### src/hw/rtl/bgla_pkg.sv
// Shared types, constants and coefficient tables of the battery gauge low alarm.
`default_nettype none
package bgla_pkg;

  // Field and register widths
  localparam int MV_W      = 16;
  localparam int OFS_W     = 13;
  localparam int HYS_W     = 12;
  localparam int TICK_W    = 10;
  localparam int MS_W      = 16;
  localparam int Q15_W     = 16;
  localparam int PCT_W     = 7;
  localparam int PADDR_W   = 5;
  localparam int PDATA_W   = 32;

  // Datapath widths: accumulator and coefficients in Q12.30, volts in Q6.16
  localparam int ACC_W     = 42;
  localparam int V_W       = 22;
  localparam int PROD_W    = 64;
  localparam int Q_W       = ACC_W - 15;

  // Segment limits and alarm floor in millivolts
  localparam logic [MV_W-1:0] SEG_LOW_MV   = 16'd19500;
  localparam logic [MV_W-1:0] SEG_MID_MV   = 16'd21900;
  localparam logic [MV_W-1:0] SEG_HIGH_MV  = 16'd25500;
  localparam logic [MV_W-1:0] ALARM_MIN_MV = 16'd1000;
  localparam logic [Q15_W-1:0] Q15_ONE     = 16'd32768;

  // mV to Q6.16: v = (mv * VOLT_MUL + VOLT_BIAS) >> VOLT_SHIFT, exact for the segment range
  localparam logic signed [ACC_W-1:0]  VOLT_MUL   = 42'sd1125899911168;
  localparam logic signed [PROD_W-1:0] VOLT_BIAS  = 64'sd8521215148;
  localparam int                       VOLT_SHIFT = 34;
  localparam int                       HORNER_SHIFT = 16;

  // Register map indexes
  typedef enum logic [2:0] {
    REG_DROP_OFFSET = 3'd0,
    REG_LOW_THRESH  = 3'd1,
    REG_HYSTERESIS  = 3'd2,
    REG_TICK        = 3'd3,
    REG_BEEP_ON     = 3'd4,
    REG_BEEP_OFF    = 3'd5
  } reg_idx_t;

  // Operation of the shared multiply unit
  typedef enum logic {
    MAC_VOLT   = 1'b0,
    MAC_HORNER = 1'b1
  } mac_op_t;

  // Configuration register set
  typedef struct packed {
    logic [OFS_W-1:0]  drop_offset_mv;
    logic [MV_W-1:0]   low_threshold_mv;
    logic [HYS_W-1:0]  hysteresis_mv;
    logic [TICK_W-1:0] tick_ms;
    logic [MS_W-1:0]   beep_on_ms;
    logic [MS_W-1:0]   beep_off_ms;
  } cfg_t;

  // Alarm and buzzer flags for one item
  typedef struct packed {
    logic low_alarm;
    logic buzzer_on;
    logic tone_start;
    logic tone_stop;
  } alarm_res_t;

  // Cubic coefficients in Q12.30, highest power first
  function automatic logic signed [ACC_W-1:0] seg_coef(input logic seg_hi,
                                                       input logic [1:0] k);
    logic signed [ACC_W-1:0] c;
    c = '0;
    if (!seg_hi) begin
      unique case (k)
        2'd0: c = 42'sd6081674;
        2'd1: c = -42'sd363568982;
        2'd2: c = 42'sd7263863439;
        2'd3: c = -42'sd48500918190;
        default: c = '0;
      endcase
    end else begin
      unique case (k)
        2'd0: c = 42'sd24363202;
        2'd1: c = -42'sd1775968977;
        2'd2: c = 42'sd43314745180;
        2'd3: c = -42'sd352616815002;
        default: c = '0;
      endcase
    end
    return c;
  endfunction

endpackage
`default_nettype wire

### src/hw/rtl/bgla_if.sv
// Valid/ready channel interfaces for samples and gauge results.
`default_nettype none
interface bgla_in_if;
  logic                        valid;
  logic                        ready;
  logic [bgla_pkg::MV_W-1:0]   sample_mv;

  modport source (output valid, output sample_mv, input ready);
  modport sink   (input valid, input sample_mv, output ready);
endinterface

interface bgla_out_if;
  logic                        valid;
  logic                        ready;
  logic [bgla_pkg::MV_W-1:0]   voltage_mv;
  logic [bgla_pkg::Q15_W-1:0]  charge_q15;
  logic [bgla_pkg::PCT_W-1:0]  percent_whole;
  logic                        low_alarm;
  logic                        buzzer_on;
  logic                        tone_start;
  logic                        tone_stop;

  modport source (output valid, output voltage_mv, output charge_q15, output percent_whole,
                  output low_alarm, output buzzer_on, output tone_start, output tone_stop,
                  input ready);
  modport sink   (input valid, input voltage_mv, input charge_q15, input percent_whole,
                  input low_alarm, input buzzer_on, input tone_start, input tone_stop,
                  output ready);
endinterface
`default_nettype wire

### src/hw/rtl/battery_gauge_low_alarm.sv
// Battery gauge top level: sequencer around the shared multiply unit, alarm and output register.
// Sequence: for 19500..25499 mV, four multiply steps, each a multiply and an add state on the one
//   shared multiplier, then the commit; other samples go straight to the commit.
// Samples: a new sample is taken only once the sequencer is back in idle, so samples do not overlap;
//   a held result in the output register stalls only the final commit.
// Reset: synchronous active-low rst_n clears the sequencer, alarm, buzzer and output valid,
//   and loads the register defaults.
`default_nettype none
module battery_gauge_low_alarm (
  input  wire logic                              clk,
  input  wire logic                              rst_n,
  bgla_in_if.sink                                in_ch,
  bgla_out_if.source                             out_ch,
  input  wire logic                              cfg_psel,
  input  wire logic                              cfg_penable,
  input  wire logic                              cfg_pwrite,
  input  wire logic [bgla_pkg::PADDR_W-1:0]      cfg_paddr,
  input  wire logic [bgla_pkg::PDATA_W-1:0]      cfg_pwdata,
  output logic      [bgla_pkg::PDATA_W-1:0]      cfg_prdata,
  output logic                                   cfg_pready
);

  typedef enum logic [3:0] {
    ST_IDLE = 4'b0001,
    ST_MUL  = 4'b0010,
    ST_ADD  = 4'b0100,
    ST_FIN  = 4'b1000
  } state_t;

  state_t                                state_r, state_nxt;
  logic [1:0]                            step_r, step_nxt;
  logic [bgla_pkg::MV_W-1:0]             mv_r, mv_nxt;
  logic                                  seg_hi_r;
  logic signed [bgla_pkg::V_W-1:0]       v_r;
  logic signed [bgla_pkg::ACC_W-1:0]     acc_r;
  logic                                  out_valid_r, out_valid_nxt;
  logic [bgla_pkg::MV_W-1:0]             out_mv_r;
  logic [bgla_pkg::Q15_W-1:0]            out_charge_r;
  logic [bgla_pkg::PCT_W-1:0]            out_pct_r;
  bgla_pkg::alarm_res_t                  out_flags_r;

  bgla_pkg::cfg_t                        cfg;
  bgla_pkg::alarm_res_t                  flags;
  bgla_pkg::mac_op_t                     mac_op;
  logic signed [bgla_pkg::ACC_W-1:0]     mac_a, mac_c, mac_res;
  logic signed [bgla_pkg::V_W-1:0]       mac_b;
  logic                                  accept, issue, commit, in_seg;
  logic signed [bgla_pkg::MV_W+1:0]      corr_sum;
  logic signed [bgla_pkg::Q_W-1:0]       q_full;
  logic [bgla_pkg::Q15_W-1:0]            charge;
  logic [bgla_pkg::Q15_W+6:0]            pct_prod;

  bgla_cfg u_cfg (
    .clk         (clk),
    .rst_n       (rst_n),
    .cfg_psel    (cfg_psel),
    .cfg_penable (cfg_penable),
    .cfg_pwrite  (cfg_pwrite),
    .cfg_paddr   (cfg_paddr),
    .cfg_pwdata  (cfg_pwdata),
    .cfg_prdata  (cfg_prdata),
    .cfg_pready  (cfg_pready),
    .cfg_o       (cfg)
  );

  bgla_mac u_mac (
    .clk   (clk),
    .issue (issue),
    .op    (mac_op),
    .a     (mac_a),
    .b     (mac_b),
    .c     (mac_c),
    .res   (mac_res)
  );

  bgla_alarm u_alarm (
    .clk    (clk),
    .rst_n  (rst_n),
    .commit (commit),
    .mv     (mv_r),
    .cfg    (cfg),
    .res    (flags)
  );

  assign in_ch.ready = (state_r == ST_IDLE);
  assign accept      = in_ch.valid && in_ch.ready;
  assign issue       = (state_r == ST_MUL);
  assign commit      = (state_r == ST_FIN) && (!out_valid_r || out_ch.ready);

  // Apply the drop offset and saturate to the 16-bit range
  assign corr_sum = $signed({2'b00, in_ch.sample_mv})
                  + (bgla_pkg::MV_W+2)'($signed(cfg.drop_offset_mv));
  always_comb begin
    priority if (corr_sum < 0) begin
      mv_nxt = '0;
    end else if (corr_sum[bgla_pkg::MV_W]) begin
      mv_nxt = '1;
    end else begin
      mv_nxt = corr_sum[bgla_pkg::MV_W-1:0];
    end
  end
  assign in_seg = (mv_nxt >= bgla_pkg::SEG_LOW_MV) && (mv_nxt < bgla_pkg::SEG_HIGH_MV);

  // Step zero converts mV to Q6.16 volts, steps one to three run Horner
  assign mac_op = (step_r == 2'd0) ? bgla_pkg::MAC_VOLT : bgla_pkg::MAC_HORNER;
  assign mac_a  = (step_r == 2'd0) ? bgla_pkg::VOLT_MUL : acc_r;
  assign mac_b  = (step_r == 2'd0) ? $signed(bgla_pkg::V_W'(mv_r)) : v_r;
  assign mac_c  = bgla_pkg::seg_coef(seg_hi_r, step_r);

  // Sequence the multiply steps
  always_comb begin
    state_nxt = state_r;
    step_nxt  = step_r;
    unique case (state_r)
      ST_IDLE: begin
        if (accept) begin
          step_nxt  = '0;
          state_nxt = in_seg ? ST_MUL : ST_FIN;
        end
      end
      ST_MUL: state_nxt = ST_ADD;
      ST_ADD: begin
        if (step_r == 2'd3) begin
          state_nxt = ST_FIN;
        end else begin
          step_nxt  = step_r + 2'd1;
          state_nxt = ST_MUL;
        end
      end
      ST_FIN: begin
        if (commit) begin
          state_nxt = ST_IDLE;
        end
      end
      default: state_nxt = ST_IDLE;
    endcase
  end

  always_ff @(posedge clk) begin
    if (!rst_n) begin
      state_r <= ST_IDLE;
      step_r  <= '0;
    end else begin
      state_r <= state_nxt;
      step_r  <= step_nxt;
    end
  end

  // Hold the corrected voltage and the Horner accumulator
  always_ff @(posedge clk) begin
    if (accept) begin
      mv_r     <= mv_nxt;
      seg_hi_r <= (mv_nxt >= bgla_pkg::SEG_MID_MV);
    end
    if (state_r == ST_ADD) begin
      if (step_r == 2'd0) begin
        v_r   <= mac_res[bgla_pkg::V_W-1:0];
        acc_r <= bgla_pkg::seg_coef(seg_hi_r, 2'd0);
      end else begin
        acc_r <= mac_res;
      end
    end
  end

  // Clamp the charge and scale to whole percent
  assign q_full = acc_r[bgla_pkg::ACC_W-1:15];
  always_comb begin
    priority if (mv_r < bgla_pkg::SEG_LOW_MV) begin
      charge = '0;
    end else if (mv_r >= bgla_pkg::SEG_HIGH_MV) begin
      charge = bgla_pkg::Q15_ONE;
    end else if (q_full < 0) begin
      charge = '0;
    end else if (q_full > $signed(bgla_pkg::Q_W'(bgla_pkg::Q15_ONE))) begin
      charge = bgla_pkg::Q15_ONE;
    end else begin
      charge = q_full[bgla_pkg::Q15_W-1:0];
    end
  end
  assign pct_prod = ((bgla_pkg::Q15_W+7)'(charge) << 6) + ((bgla_pkg::Q15_W+7)'(charge) << 5)
                  + ((bgla_pkg::Q15_W+7)'(charge) << 2);

  // Output register: load on commit, drop when taken
  assign out_valid_nxt = commit ? 1'b1 : (out_valid_r && !out_ch.ready);
  always_ff @(posedge clk) begin
    if (!rst_n) begin
      out_valid_r <= 1'b0;
    end else begin
      out_valid_r <= out_valid_nxt;
    end
  end

  always_ff @(posedge clk) begin
    if (commit) begin
      out_mv_r     <= mv_r;
      out_charge_r <= charge;
      out_pct_r    <= pct_prod[bgla_pkg::Q15_W+5:15];
      out_flags_r  <= flags;
    end
  end

  assign out_ch.valid         = out_valid_r;
  assign out_ch.voltage_mv    = out_mv_r;
  assign out_ch.charge_q15    = out_charge_r;
  assign out_ch.percent_whole = out_pct_r;
  assign out_ch.low_alarm     = out_flags_r.low_alarm;
  assign out_ch.buzzer_on     = out_flags_r.buzzer_on;
  assign out_ch.tone_start    = out_flags_r.tone_start;
  assign out_ch.tone_stop     = out_flags_r.tone_stop;

  // A buzzer edge pulse never pairs with the opposite buzzer level
  a_start_on: assert property (@(posedge clk) disable iff (!rst_n)
    out_ch.valid && out_ch.tone_start |-> out_ch.buzzer_on && !out_ch.tone_stop)
    else $error("tone start without buzzer on");

  a_stop_off: assert property (@(posedge clk) disable iff (!rst_n)
    out_ch.valid && out_ch.tone_stop |-> !out_ch.buzzer_on)
    else $error("tone stop with buzzer on");

  // Charge stays within Q1.15 full scale and percent follows it
  a_charge_range: assert property (@(posedge clk) disable iff (!rst_n)
    out_ch.valid |-> out_ch.charge_q15 <= bgla_pkg::Q15_ONE && out_ch.percent_whole <= 7'd100)
    else $error("charge out of range");

  // The buzzer sounds only while the alarm holds
  a_buzz_alarm: assert property (@(posedge clk) disable iff (!rst_n)
    out_ch.valid && out_ch.buzzer_on |-> out_ch.low_alarm)
    else $error("buzzer on without alarm");

endmodule
`default_nettype wire

### src/hw/rtl/bgla_cfg.sv
// APB configuration registers of the battery gauge low alarm.
`default_nettype none
module bgla_cfg (
  input  wire logic                              clk,
  input  wire logic                              rst_n,
  input  wire logic                              cfg_psel,
  input  wire logic                              cfg_penable,
  input  wire logic                              cfg_pwrite,
  input  wire logic [bgla_pkg::PADDR_W-1:0]      cfg_paddr,
  input  wire logic [bgla_pkg::PDATA_W-1:0]      cfg_pwdata,
  output logic      [bgla_pkg::PDATA_W-1:0]      cfg_prdata,
  output logic                                   cfg_pready,
  output bgla_pkg::cfg_t                         cfg_o
);

  bgla_pkg::cfg_t   cfg_r;
  logic             wr_en;
  bgla_pkg::reg_idx_t idx;

  assign cfg_pready = 1'b1;
  assign wr_en      = cfg_psel && cfg_penable && cfg_pwrite;
  assign idx        = bgla_pkg::reg_idx_t'(cfg_paddr[bgla_pkg::PADDR_W-1:2]);
  assign cfg_o      = cfg_r;

  // Write the addressed register; drop writes beyond the map
  always_ff @(posedge clk) begin
    if (!rst_n) begin
      cfg_r.drop_offset_mv   <= '0;
      cfg_r.low_threshold_mv <= 16'd21000;
      cfg_r.hysteresis_mv    <= 12'd500;
      cfg_r.tick_ms          <= 10'd100;
      cfg_r.beep_on_ms       <= 16'd120;
      cfg_r.beep_off_ms      <= 16'd160;
    end else if (wr_en) begin
      unique case (idx)
        bgla_pkg::REG_DROP_OFFSET:
          cfg_r.drop_offset_mv   <= cfg_pwdata[bgla_pkg::OFS_W-1:0];
        bgla_pkg::REG_LOW_THRESH:
          cfg_r.low_threshold_mv <= cfg_pwdata[bgla_pkg::MV_W-1:0];
        bgla_pkg::REG_HYSTERESIS:
          cfg_r.hysteresis_mv    <= cfg_pwdata[bgla_pkg::HYS_W-1:0];
        bgla_pkg::REG_TICK:
          cfg_r.tick_ms          <= cfg_pwdata[bgla_pkg::TICK_W-1:0];
        bgla_pkg::REG_BEEP_ON:
          cfg_r.beep_on_ms       <= cfg_pwdata[bgla_pkg::MS_W-1:0];
        bgla_pkg::REG_BEEP_OFF:
          cfg_r.beep_off_ms      <= cfg_pwdata[bgla_pkg::MS_W-1:0];
        default: ;
      endcase
    end
  end

  // Read back the addressed register, zero extended
  always_comb begin
    cfg_prdata = '0;
    unique case (idx)
      bgla_pkg::REG_DROP_OFFSET: cfg_prdata = bgla_pkg::PDATA_W'(cfg_r.drop_offset_mv);
      bgla_pkg::REG_LOW_THRESH:  cfg_prdata = bgla_pkg::PDATA_W'(cfg_r.low_threshold_mv);
      bgla_pkg::REG_HYSTERESIS:  cfg_prdata = bgla_pkg::PDATA_W'(cfg_r.hysteresis_mv);
      bgla_pkg::REG_TICK:        cfg_prdata = bgla_pkg::PDATA_W'(cfg_r.tick_ms);
      bgla_pkg::REG_BEEP_ON:     cfg_prdata = bgla_pkg::PDATA_W'(cfg_r.beep_on_ms);
      bgla_pkg::REG_BEEP_OFF:    cfg_prdata = bgla_pkg::PDATA_W'(cfg_r.beep_off_ms);
      default:                   cfg_prdata = '0;
    endcase
  end

endmodule
`default_nettype wire

### src/hw/rtl/bgla_mac.sv
// Shared multiply unit with registered product and shift-add back end.
`default_nettype none
module bgla_mac (
  input  wire logic                                  clk,
  input  wire logic                                  issue,
  input  wire bgla_pkg::mac_op_t                     op,
  input  wire logic signed [bgla_pkg::ACC_W-1:0]     a,
  input  wire logic signed [bgla_pkg::V_W-1:0]       b,
  input  wire logic signed [bgla_pkg::ACC_W-1:0]     c,
  output logic signed      [bgla_pkg::ACC_W-1:0]     res
);

  logic signed [bgla_pkg::PROD_W-1:0] prod_r;
  logic signed [bgla_pkg::PROD_W-1:0] prod_nxt;
  bgla_pkg::mac_op_t                  op_r;
  logic signed [bgla_pkg::PROD_W-1:0] volt_sum;
  logic signed [bgla_pkg::PROD_W-1:0] volt_q;
  logic signed [bgla_pkg::PROD_W-1:0] horn_q;

  assign prod_nxt = bgla_pkg::PROD_W'(a) * bgla_pkg::PROD_W'(b);

  // Capture the product and its operation
  always_ff @(posedge clk) begin
    if (issue) begin
      prod_r <= prod_nxt;
      op_r   <= op;
    end
  end

  // Scale the product: rounding reciprocal for volts, floor shift plus coefficient for Horner
  assign volt_sum = prod_r + bgla_pkg::VOLT_BIAS;
  assign volt_q   = volt_sum >>> bgla_pkg::VOLT_SHIFT;
  assign horn_q   = prod_r >>> bgla_pkg::HORNER_SHIFT;

  always_comb begin
    unique case (op_r)
      bgla_pkg::MAC_VOLT:   res = volt_q[bgla_pkg::ACC_W-1:0];
      bgla_pkg::MAC_HORNER: res = horn_q[bgla_pkg::ACC_W-1:0] + c;
      default:              res = '0;
    endcase
  end

endmodule
`default_nettype wire

### src/hw/rtl/bgla_alarm.sv
// Low alarm with hysteresis and buzzer cadence state.
`default_nettype none
module bgla_alarm (
  input  wire logic                          clk,
  input  wire logic                          rst_n,
  input  wire logic                          commit,
  input  wire logic [bgla_pkg::MV_W-1:0]     mv,
  input  wire bgla_pkg::cfg_t                cfg,
  output bgla_pkg::alarm_res_t               res
);

  logic                        alarm_r, alarm_nxt;
  logic                        beep_r, beep_nxt;
  logic [bgla_pkg::MS_W-1:0]   elapsed_r, elapsed_nxt;
  logic [bgla_pkg::MS_W:0]     clear_level;
  logic [bgla_pkg::MS_W:0]     elapsed_sum;
  logic [bgla_pkg::MS_W-1:0]   elapsed_sat;
  logic                        start, stop;

  assign clear_level = {1'b0, cfg.low_threshold_mv} + (bgla_pkg::MS_W+1)'(cfg.hysteresis_mv);
  assign elapsed_sum = {1'b0, elapsed_r} + (bgla_pkg::MS_W+1)'(cfg.tick_ms);
  assign elapsed_sat = elapsed_sum[bgla_pkg::MS_W] ? '1 : elapsed_sum[bgla_pkg::MS_W-1:0];

  // Raise, clear or hold the alarm, then advance the buzzer cadence
  always_comb begin
    alarm_nxt   = alarm_r;
    beep_nxt    = beep_r;
    elapsed_nxt = elapsed_r;
    start       = 1'b0;
    stop        = 1'b0;
    if (mv > bgla_pkg::ALARM_MIN_MV && mv <= cfg.low_threshold_mv) begin
      alarm_nxt = 1'b1;
    end else if ({1'b0, mv} > clear_level) begin
      alarm_nxt = 1'b0;
    end
    priority if (!alarm_nxt) begin
      stop        = beep_r;
      beep_nxt    = 1'b0;
      elapsed_nxt = '0;
    end else if (!alarm_r) begin
      beep_nxt    = 1'b1;
      elapsed_nxt = '0;
      start       = 1'b1;
    end else begin
      elapsed_nxt = elapsed_sat;
      if (beep_r) begin
        if (elapsed_sat >= cfg.beep_on_ms) begin
          beep_nxt    = 1'b0;
          elapsed_nxt = '0;
          stop        = 1'b1;
        end
      end else if (elapsed_sat >= cfg.beep_off_ms) begin
        beep_nxt    = 1'b1;
        elapsed_nxt = '0;
        start       = 1'b1;
      end
    end
  end

  // Commit state once per item
  always_ff @(posedge clk) begin
    if (!rst_n) begin
      alarm_r   <= 1'b0;
      beep_r    <= 1'b0;
      elapsed_r <= '0;
    end else if (commit) begin
      alarm_r   <= alarm_nxt;
      beep_r    <= beep_nxt;
      elapsed_r <= elapsed_nxt;
    end
  end

  assign res.low_alarm  = alarm_nxt;
  assign res.buzzer_on  = beep_nxt;
  assign res.tone_start = start;
  assign res.tone_stop  = stop;

endmodule
`default_nettype wire
### src/flat_wrapper.sv
// flat-port wrapper written by rule: the top's interface ports become plain ports
module battery_gauge_low_alarm_flat 
  (clk, rst_n, cfg_psel, cfg_penable, cfg_pwrite, cfg_paddr, cfg_pwdata, cfg_prdata, cfg_pready, in_ch_valid, in_ch_sample_mv, in_ch_ready, out_ch_valid, out_ch_voltage_mv, out_ch_charge_q15, out_ch_percent_whole, out_ch_low_alarm, out_ch_buzzer_on, out_ch_tone_start, out_ch_tone_stop, out_ch_ready);
  bgla_in_if in_ch_i ();
  bgla_out_if out_ch_i ();
  input  wire logic clk;
  input  wire logic rst_n;
  input  wire logic cfg_psel;
  input  wire logic cfg_penable;
  input  wire logic cfg_pwrite;
  input  wire logic [bgla_pkg::PADDR_W-1:0] cfg_paddr;
  input  wire logic [bgla_pkg::PDATA_W-1:0] cfg_pwdata;
  output logic      [bgla_pkg::PDATA_W-1:0] cfg_prdata;
  output logic cfg_pready;
  input wire logic [$bits(in_ch_i.valid)-1:0] in_ch_valid;
  input wire logic [$bits(in_ch_i.sample_mv)-1:0] in_ch_sample_mv;
  output wire logic [$bits(in_ch_i.ready)-1:0] in_ch_ready;
  output wire logic [$bits(out_ch_i.valid)-1:0] out_ch_valid;
  output wire logic [$bits(out_ch_i.voltage_mv)-1:0] out_ch_voltage_mv;
  output wire logic [$bits(out_ch_i.charge_q15)-1:0] out_ch_charge_q15;
  output wire logic [$bits(out_ch_i.percent_whole)-1:0] out_ch_percent_whole;
  output wire logic [$bits(out_ch_i.low_alarm)-1:0] out_ch_low_alarm;
  output wire logic [$bits(out_ch_i.buzzer_on)-1:0] out_ch_buzzer_on;
  output wire logic [$bits(out_ch_i.tone_start)-1:0] out_ch_tone_start;
  output wire logic [$bits(out_ch_i.tone_stop)-1:0] out_ch_tone_stop;
  input wire logic [$bits(out_ch_i.ready)-1:0] out_ch_ready;
  assign in_ch_i.valid = in_ch_valid;
  assign in_ch_i.sample_mv = in_ch_sample_mv;
  assign in_ch_ready = in_ch_i.ready;
  assign out_ch_valid = out_ch_i.valid;
  assign out_ch_voltage_mv = out_ch_i.voltage_mv;
  assign out_ch_charge_q15 = out_ch_i.charge_q15;
  assign out_ch_percent_whole = out_ch_i.percent_whole;
  assign out_ch_low_alarm = out_ch_i.low_alarm;
  assign out_ch_buzzer_on = out_ch_i.buzzer_on;
  assign out_ch_tone_start = out_ch_i.tone_start;
  assign out_ch_tone_stop = out_ch_i.tone_stop;
  assign out_ch_i.ready = out_ch_ready;
  battery_gauge_low_alarm u_core (.clk(clk), .rst_n(rst_n), .in_ch(in_ch_i), .out_ch(out_ch_i), .cfg_psel(cfg_psel), .cfg_penable(cfg_penable), .cfg_pwrite(cfg_pwrite), .cfg_paddr(cfg_paddr), .cfg_pwdata(cfg_pwdata), .cfg_prdata(cfg_prdata), .cfg_pready(cfg_pready));
endmodule
### config.mk
export PLATFORM = sky130hd
export DESIGN_NAME = battery_gauge_low_alarm_flat
export DESIGN_NICKNAME = d
export VERILOG_FILES = /design/src/hw/rtl/bgla_pkg.sv /design/src/hw/rtl/bgla_if.sv /design/src/hw/rtl/battery_gauge_low_alarm.sv /design/src/hw/rtl/bgla_cfg.sv /design/src/hw/rtl/bgla_mac.sv /design/src/hw/rtl/bgla_alarm.sv /design/src/flat_wrapper.sv
export SDC_FILE = /design/constraint.sdc
export NUM_CORES = 2
export LEC_CHECK = 0
export BUFFER_PORTS_ARGS = -buffer_cell sky130_fd_sc_hd__buf_4
export CELL_PAD_IN_SITES_DETAIL_PLACEMENT = 0
export CELL_PAD_IN_SITES_GLOBAL_PLACEMENT = 1
export CORE_MARGIN = 2
export CORE_UTILIZATION = 35
export CTS_CLUSTER_SIZE = 40
export DETAILED_ROUTE_END_ITERATION = 16
export PLACE_DENSITY = 0.73
export SYNTH_ARGS = -nofsm -noshare
export SYNTH_HDL_FRONTEND = slang
export SYNTH_SLANG_ARGS = --single-unit
### constraint.sdc
create_clock -name clk -period 8.5 [get_ports clk]
set_input_delay 0.85 -clock clk [delete_from_list [all_inputs] [get_ports clk]]
set_output_delay 0.85 -clock clk [all_outputs]
set_load 0.01 [all_outputs]
==> results.py <==
metrics = {
    "cts": {
        "cts.clk_slew.worst_paths_ns": 0.06,
        "cts_tree": "done",
        "cts_root_buf": "clkbuf_16",
        "cts_buffer_depth": 3,
        "numCtsBuffers": 35,
        "cts_sinks": 295,
        "cts_htree_levels": 2,
        "clk_latency_ns": 0.57,
    },
    "final_layout": {
        "seqCellArea_mm2": 0.00778,
        "final_common_cell": "inv_1",
        "drive_gt1_frac": 0.0882,
        "final_util": 0.389,
        "final_nets": 6963,
        "areaGrowthSynthToFinish_pct": 10.6,
        "fill_cells": 14356,
        "layout_common_cells": "inv_1, fa_1, nand2_1",
        "multi_input_area_mm2": 0.0380,
    },
    "setup_path": {
        "crit_type": "register to register",
        "cp.required_ns": 8.79,
        "rr_worst_depth": 31,
        "worstReg2RegStart": "u_core.step_r[0]",
        "worst-path-max-fanout": 12,
        "crit_path_end_kind": "register",
        "reg2reg_to": "u_core.u_mac.prod_r[62]",
        "worst_path_most_repeated_cell": "fa_1",
        "crit_slowest_cell": "fa_1",
        "start_kind": "register",
        "cpPeakStageDelay_ns": 0.58,
        "worstPathArrival_ns": 8.57,
        "ff2ff_setup_slack_ns": 0.22,
    },
    "yosys": {
        "synthCells": 5546,
        "yosysUniqueCellTypes": 97,
        "async_flop_share": 0,
        "ys.flop_type": "edfxtp_1",
        "synth-edff-count": 187,
        "netlist_area_mm2": 0.0504,
        "yosysWarnings": 0,
        "ys_seq_area_frac": 0.154,
        "ys_ff_latch": 295,
        "avgSynthCellArea_um2": 9.08,
    },
    "routing": {
        "via_per_inst": 5.06,
        "ant_nets": 0,
        "vias": 38287,
        "dr.pass1.iters": 6,
        "drc_errors": 0,
        "drtIter0Drc": 2635,
        "wl_per_cell_um": 20.1,
        "wl_um": 152000,
    },
    "timing": {
        "period_needed_ns": 8.28,
        "setup_viol": 0,
        "final_max_slew_viol_count": 0,
        "slew_headroom": 0.253,
        "finalCritPeriodShare": 0.975,
        "finClkSkew_ns": 0.0359,
        "fmax_mhz": 121,
        "hold_viol": 0,
        "tightest_slew_ns": 1.12,
    },
    "die": {
        "io_pins": 138,
        "die_h_um": 383,
        "core_mm2": 0.143,
        "die-area_mm2": 0.147,
        "rows": 139,
        "start_util": 0.352,
        "fp.dieW_um": 383,
    },
    "placement": {
        "portBuffers": 102,
        "gp_congestion": 0.920,
        "dp_hpwl_um": 127000,
    },
    "power": {
        "p_leak_nw": 26.4,
        "irDropWorstVdd_mv": 0.493,
        "total_power_mw": 13.6,
        "power_density_mw_per_mm2": 244,
    },
    "flow_run": {
        "drv_cap": 0,
    },
    "status": {
        "status": "finished clean",
    },
    "global_routing": {
        "grt.overflow.total": 0,
        "grt_pass1_wl_um": 236000,
        "grt_antenna_before_repair": 2,
        "grt_use_total": 0.209,
        "grt_pass1_vias": 40020,
        "grt_max_degree": 95,
    },
    "hold_path": {
        "min_path_cells": 2,
        "worstHoldPathType": "register to register",
        "worstHoldEndpoint": "u_core.u_alarm.elapsed_r[5]",
        "hold_start": "u_core.u_alarm.elapsed_r[5]",
    },
}
[power by group]
group	total, mW	switching, mW	internal [mW]
Clock	1.55	0.655	0.891
Sequential	1.97	0.0490	1.92
Combinational	10.1	5.83	4.24
[kinds of logic (layout without fill, tap and decap cells)]
family	count (synthesis)	count (layout)	share of synthesized area
AO/OA/AOI/OAI	772	772	0.102
XOR/XNOR	172	172	0.0299
adder cells (fa/ha/maj)	1260	1260	0.450
buffers and inverters	1266	1372	0.0962
flip-flops	295	295	0.154
multiplexers	34	34	0.00755
other	2	18	0.000149
AND/OR/NAND/NOR	1745	1745	0.160
[worst max-delay path: cells and delay by family, from the launching register on]
family                   cells  cell delay [ns]
XOR/XNOR                     1             0.09
buffers and inverters        9             1.11
AO/OA/AOI/OAI               10             1.93
flip-flops                   1             0.34
AND/OR/NAND/NOR              2             0.23
adder cells (fa/ha/maj)      9             4.25
[stage by stage]
| stage | TNS (ns) | instances | worst slack [ns] | instance area (um2) | hold WS [ns] |
|---|---|---|---|---|---|
| 2_1_floorplan | 0 | 5561 | 0.00464 | 50400 | 0.432 |
| 3_3_place_gp | -0.732 | 7498 | -0.127 | 54200 | 0.441 |
| 3_5_place_dp | -0.724 | 7498 | -0.176 | 54200 | 0.450 |
| 4_1_cts | 0 | 7561 | 0.00585 | 55400 | 0.458 |
| 5_1_grt | -0.173 | 7570 | -0.0441 | 55700 | 0.474 |
| 6_report | 0 | 7571 | 0.216 | 55700 | 0.455 |
[flip-flops by register name, summed over array words and instances (netlist names), 2 cells and up]
signal                       cells
u_core.u_cfg.cfg_o              83
u_core.mv_r                     16
u_core.v_r                      22
u_core.state_r                   4
u_core.u_alarm.elapsed_r        16
u_core.out_ch.voltage_mv        16
u_core.acc_r                    42
u_core.step_r                    2
u_core.u_mac.prod_r             62
u_core.out_ch.charge_q15        16
u_core.out_ch.percent_whole      7
[final cells by class]
type / count / area share
tap: 1903 / 0.0428
inverter: 986 / 0.0665
sequential: 295 / 0.140
clock buffer: 41 / 0.0169
antenna: 1 / 0.0000449
clock inverter: 20 / 0.00386
timing repair buffer: 325 / 0.0473
multi-input combinational: 4000 / 0.683
[routing by layer]
metal	global-route usage	vias up	share of wire
li1	-	17542	-
met1	0.275	19421	0.42
met2	0.353	1110	0.48
met3	0.0325	214	0.064
met4	0.0653	0	0.034
met5	0	-	0
[synth_stat cells (6+ instances only)]
cell type / instances / share of area
and3_1: 23 / 0.0029
o211ai_1: 27 / 0.0040
xnor2_1: 105 / 0.018
a21oi_1: 187 / 0.019
o21a_1: 21 / 0.0031
or3_1: 10 / 0.0012
buf_2: 9 / 0.00089
a31oi_1: 21 / 0.0026
nand3_1: 64 / 0.0064
inv_1: 985 / 0.073
fa_1: 917 / 0.36
o21ai_1: 20 / 0.0020
nand2_1: 914 / 0.068
a21boi_0: 65 / 0.0097
o21bai_1: 23 / 0.0034
nand4_1: 37 / 0.0046
dfxtp_1: 108 / 0.043
clkbuf_1: 233 / 0.017
edfxtp_1: 187 / 0.11
nand3b_1: 6 / 0.00089
o22ai_1: 14 / 0.0017
nor3_1: 34 / 0.0034
nor2_1: 217 / 0.016
o21ai_0: 146 / 0.015
buf_4: 20 / 0.0030
o2111ai_1: 6 / 0.0010
or2_2: 29 / 0.0036
a21o_1: 110 / 0.016
nor2b_1: 70 / 0.0087
nand2b_1: 26 / 0.0032
a22oi_1: 15 / 0.0022
buf_1: 17 / 0.0013
o31ai_1: 11 / 0.0016
ha_1: 343 / 0.085
nor4_1: 12 / 0.0015
xor2_1: 67 / 0.012
a211oi_1: 25 / 0.0037
mux2i_1: 29 / 0.0058
and2_1: 271 / 0.034
[worst max-delay path by stage]
stage,start,end,slack (ns),depth (start not counted)
2_1_floorplan,u_core.step_r[0],u_core.u_mac.prod_r[61],0.005,29
3_3_place_gp,u_core.step_r[0],u_core.u_mac.prod_r[63],-0.13,27
3_5_place_dp,u_core.step_r[0],u_core.u_mac.prod_r[63],-0.18,27
4_1_cts,u_core.step_r[0],u_core.u_mac.prod_r[63],0.006,27
5_1_grt,u_core.step_r[0],u_core.u_mac.prod_r[58],-0.04,32
6_report,u_core.step_r[0],u_core.u_mac.prod_r[62],0.22,31
[repair_timing]
| item | CTS | global route |
|---|---|---|
| setup buffers | 2 | 8 |
| hold endpoints to repair | 0 | 0 |
| gates cloned | 0 | 1 |
| setup endpoints to repair | 10 | 13 |
| pin swaps | 3 | 12 |
| gates resized for setup | 9 | 49 |
| hold buffers | 0 | 0 |
Note: power is estimated with default switching activity, not from simulation.
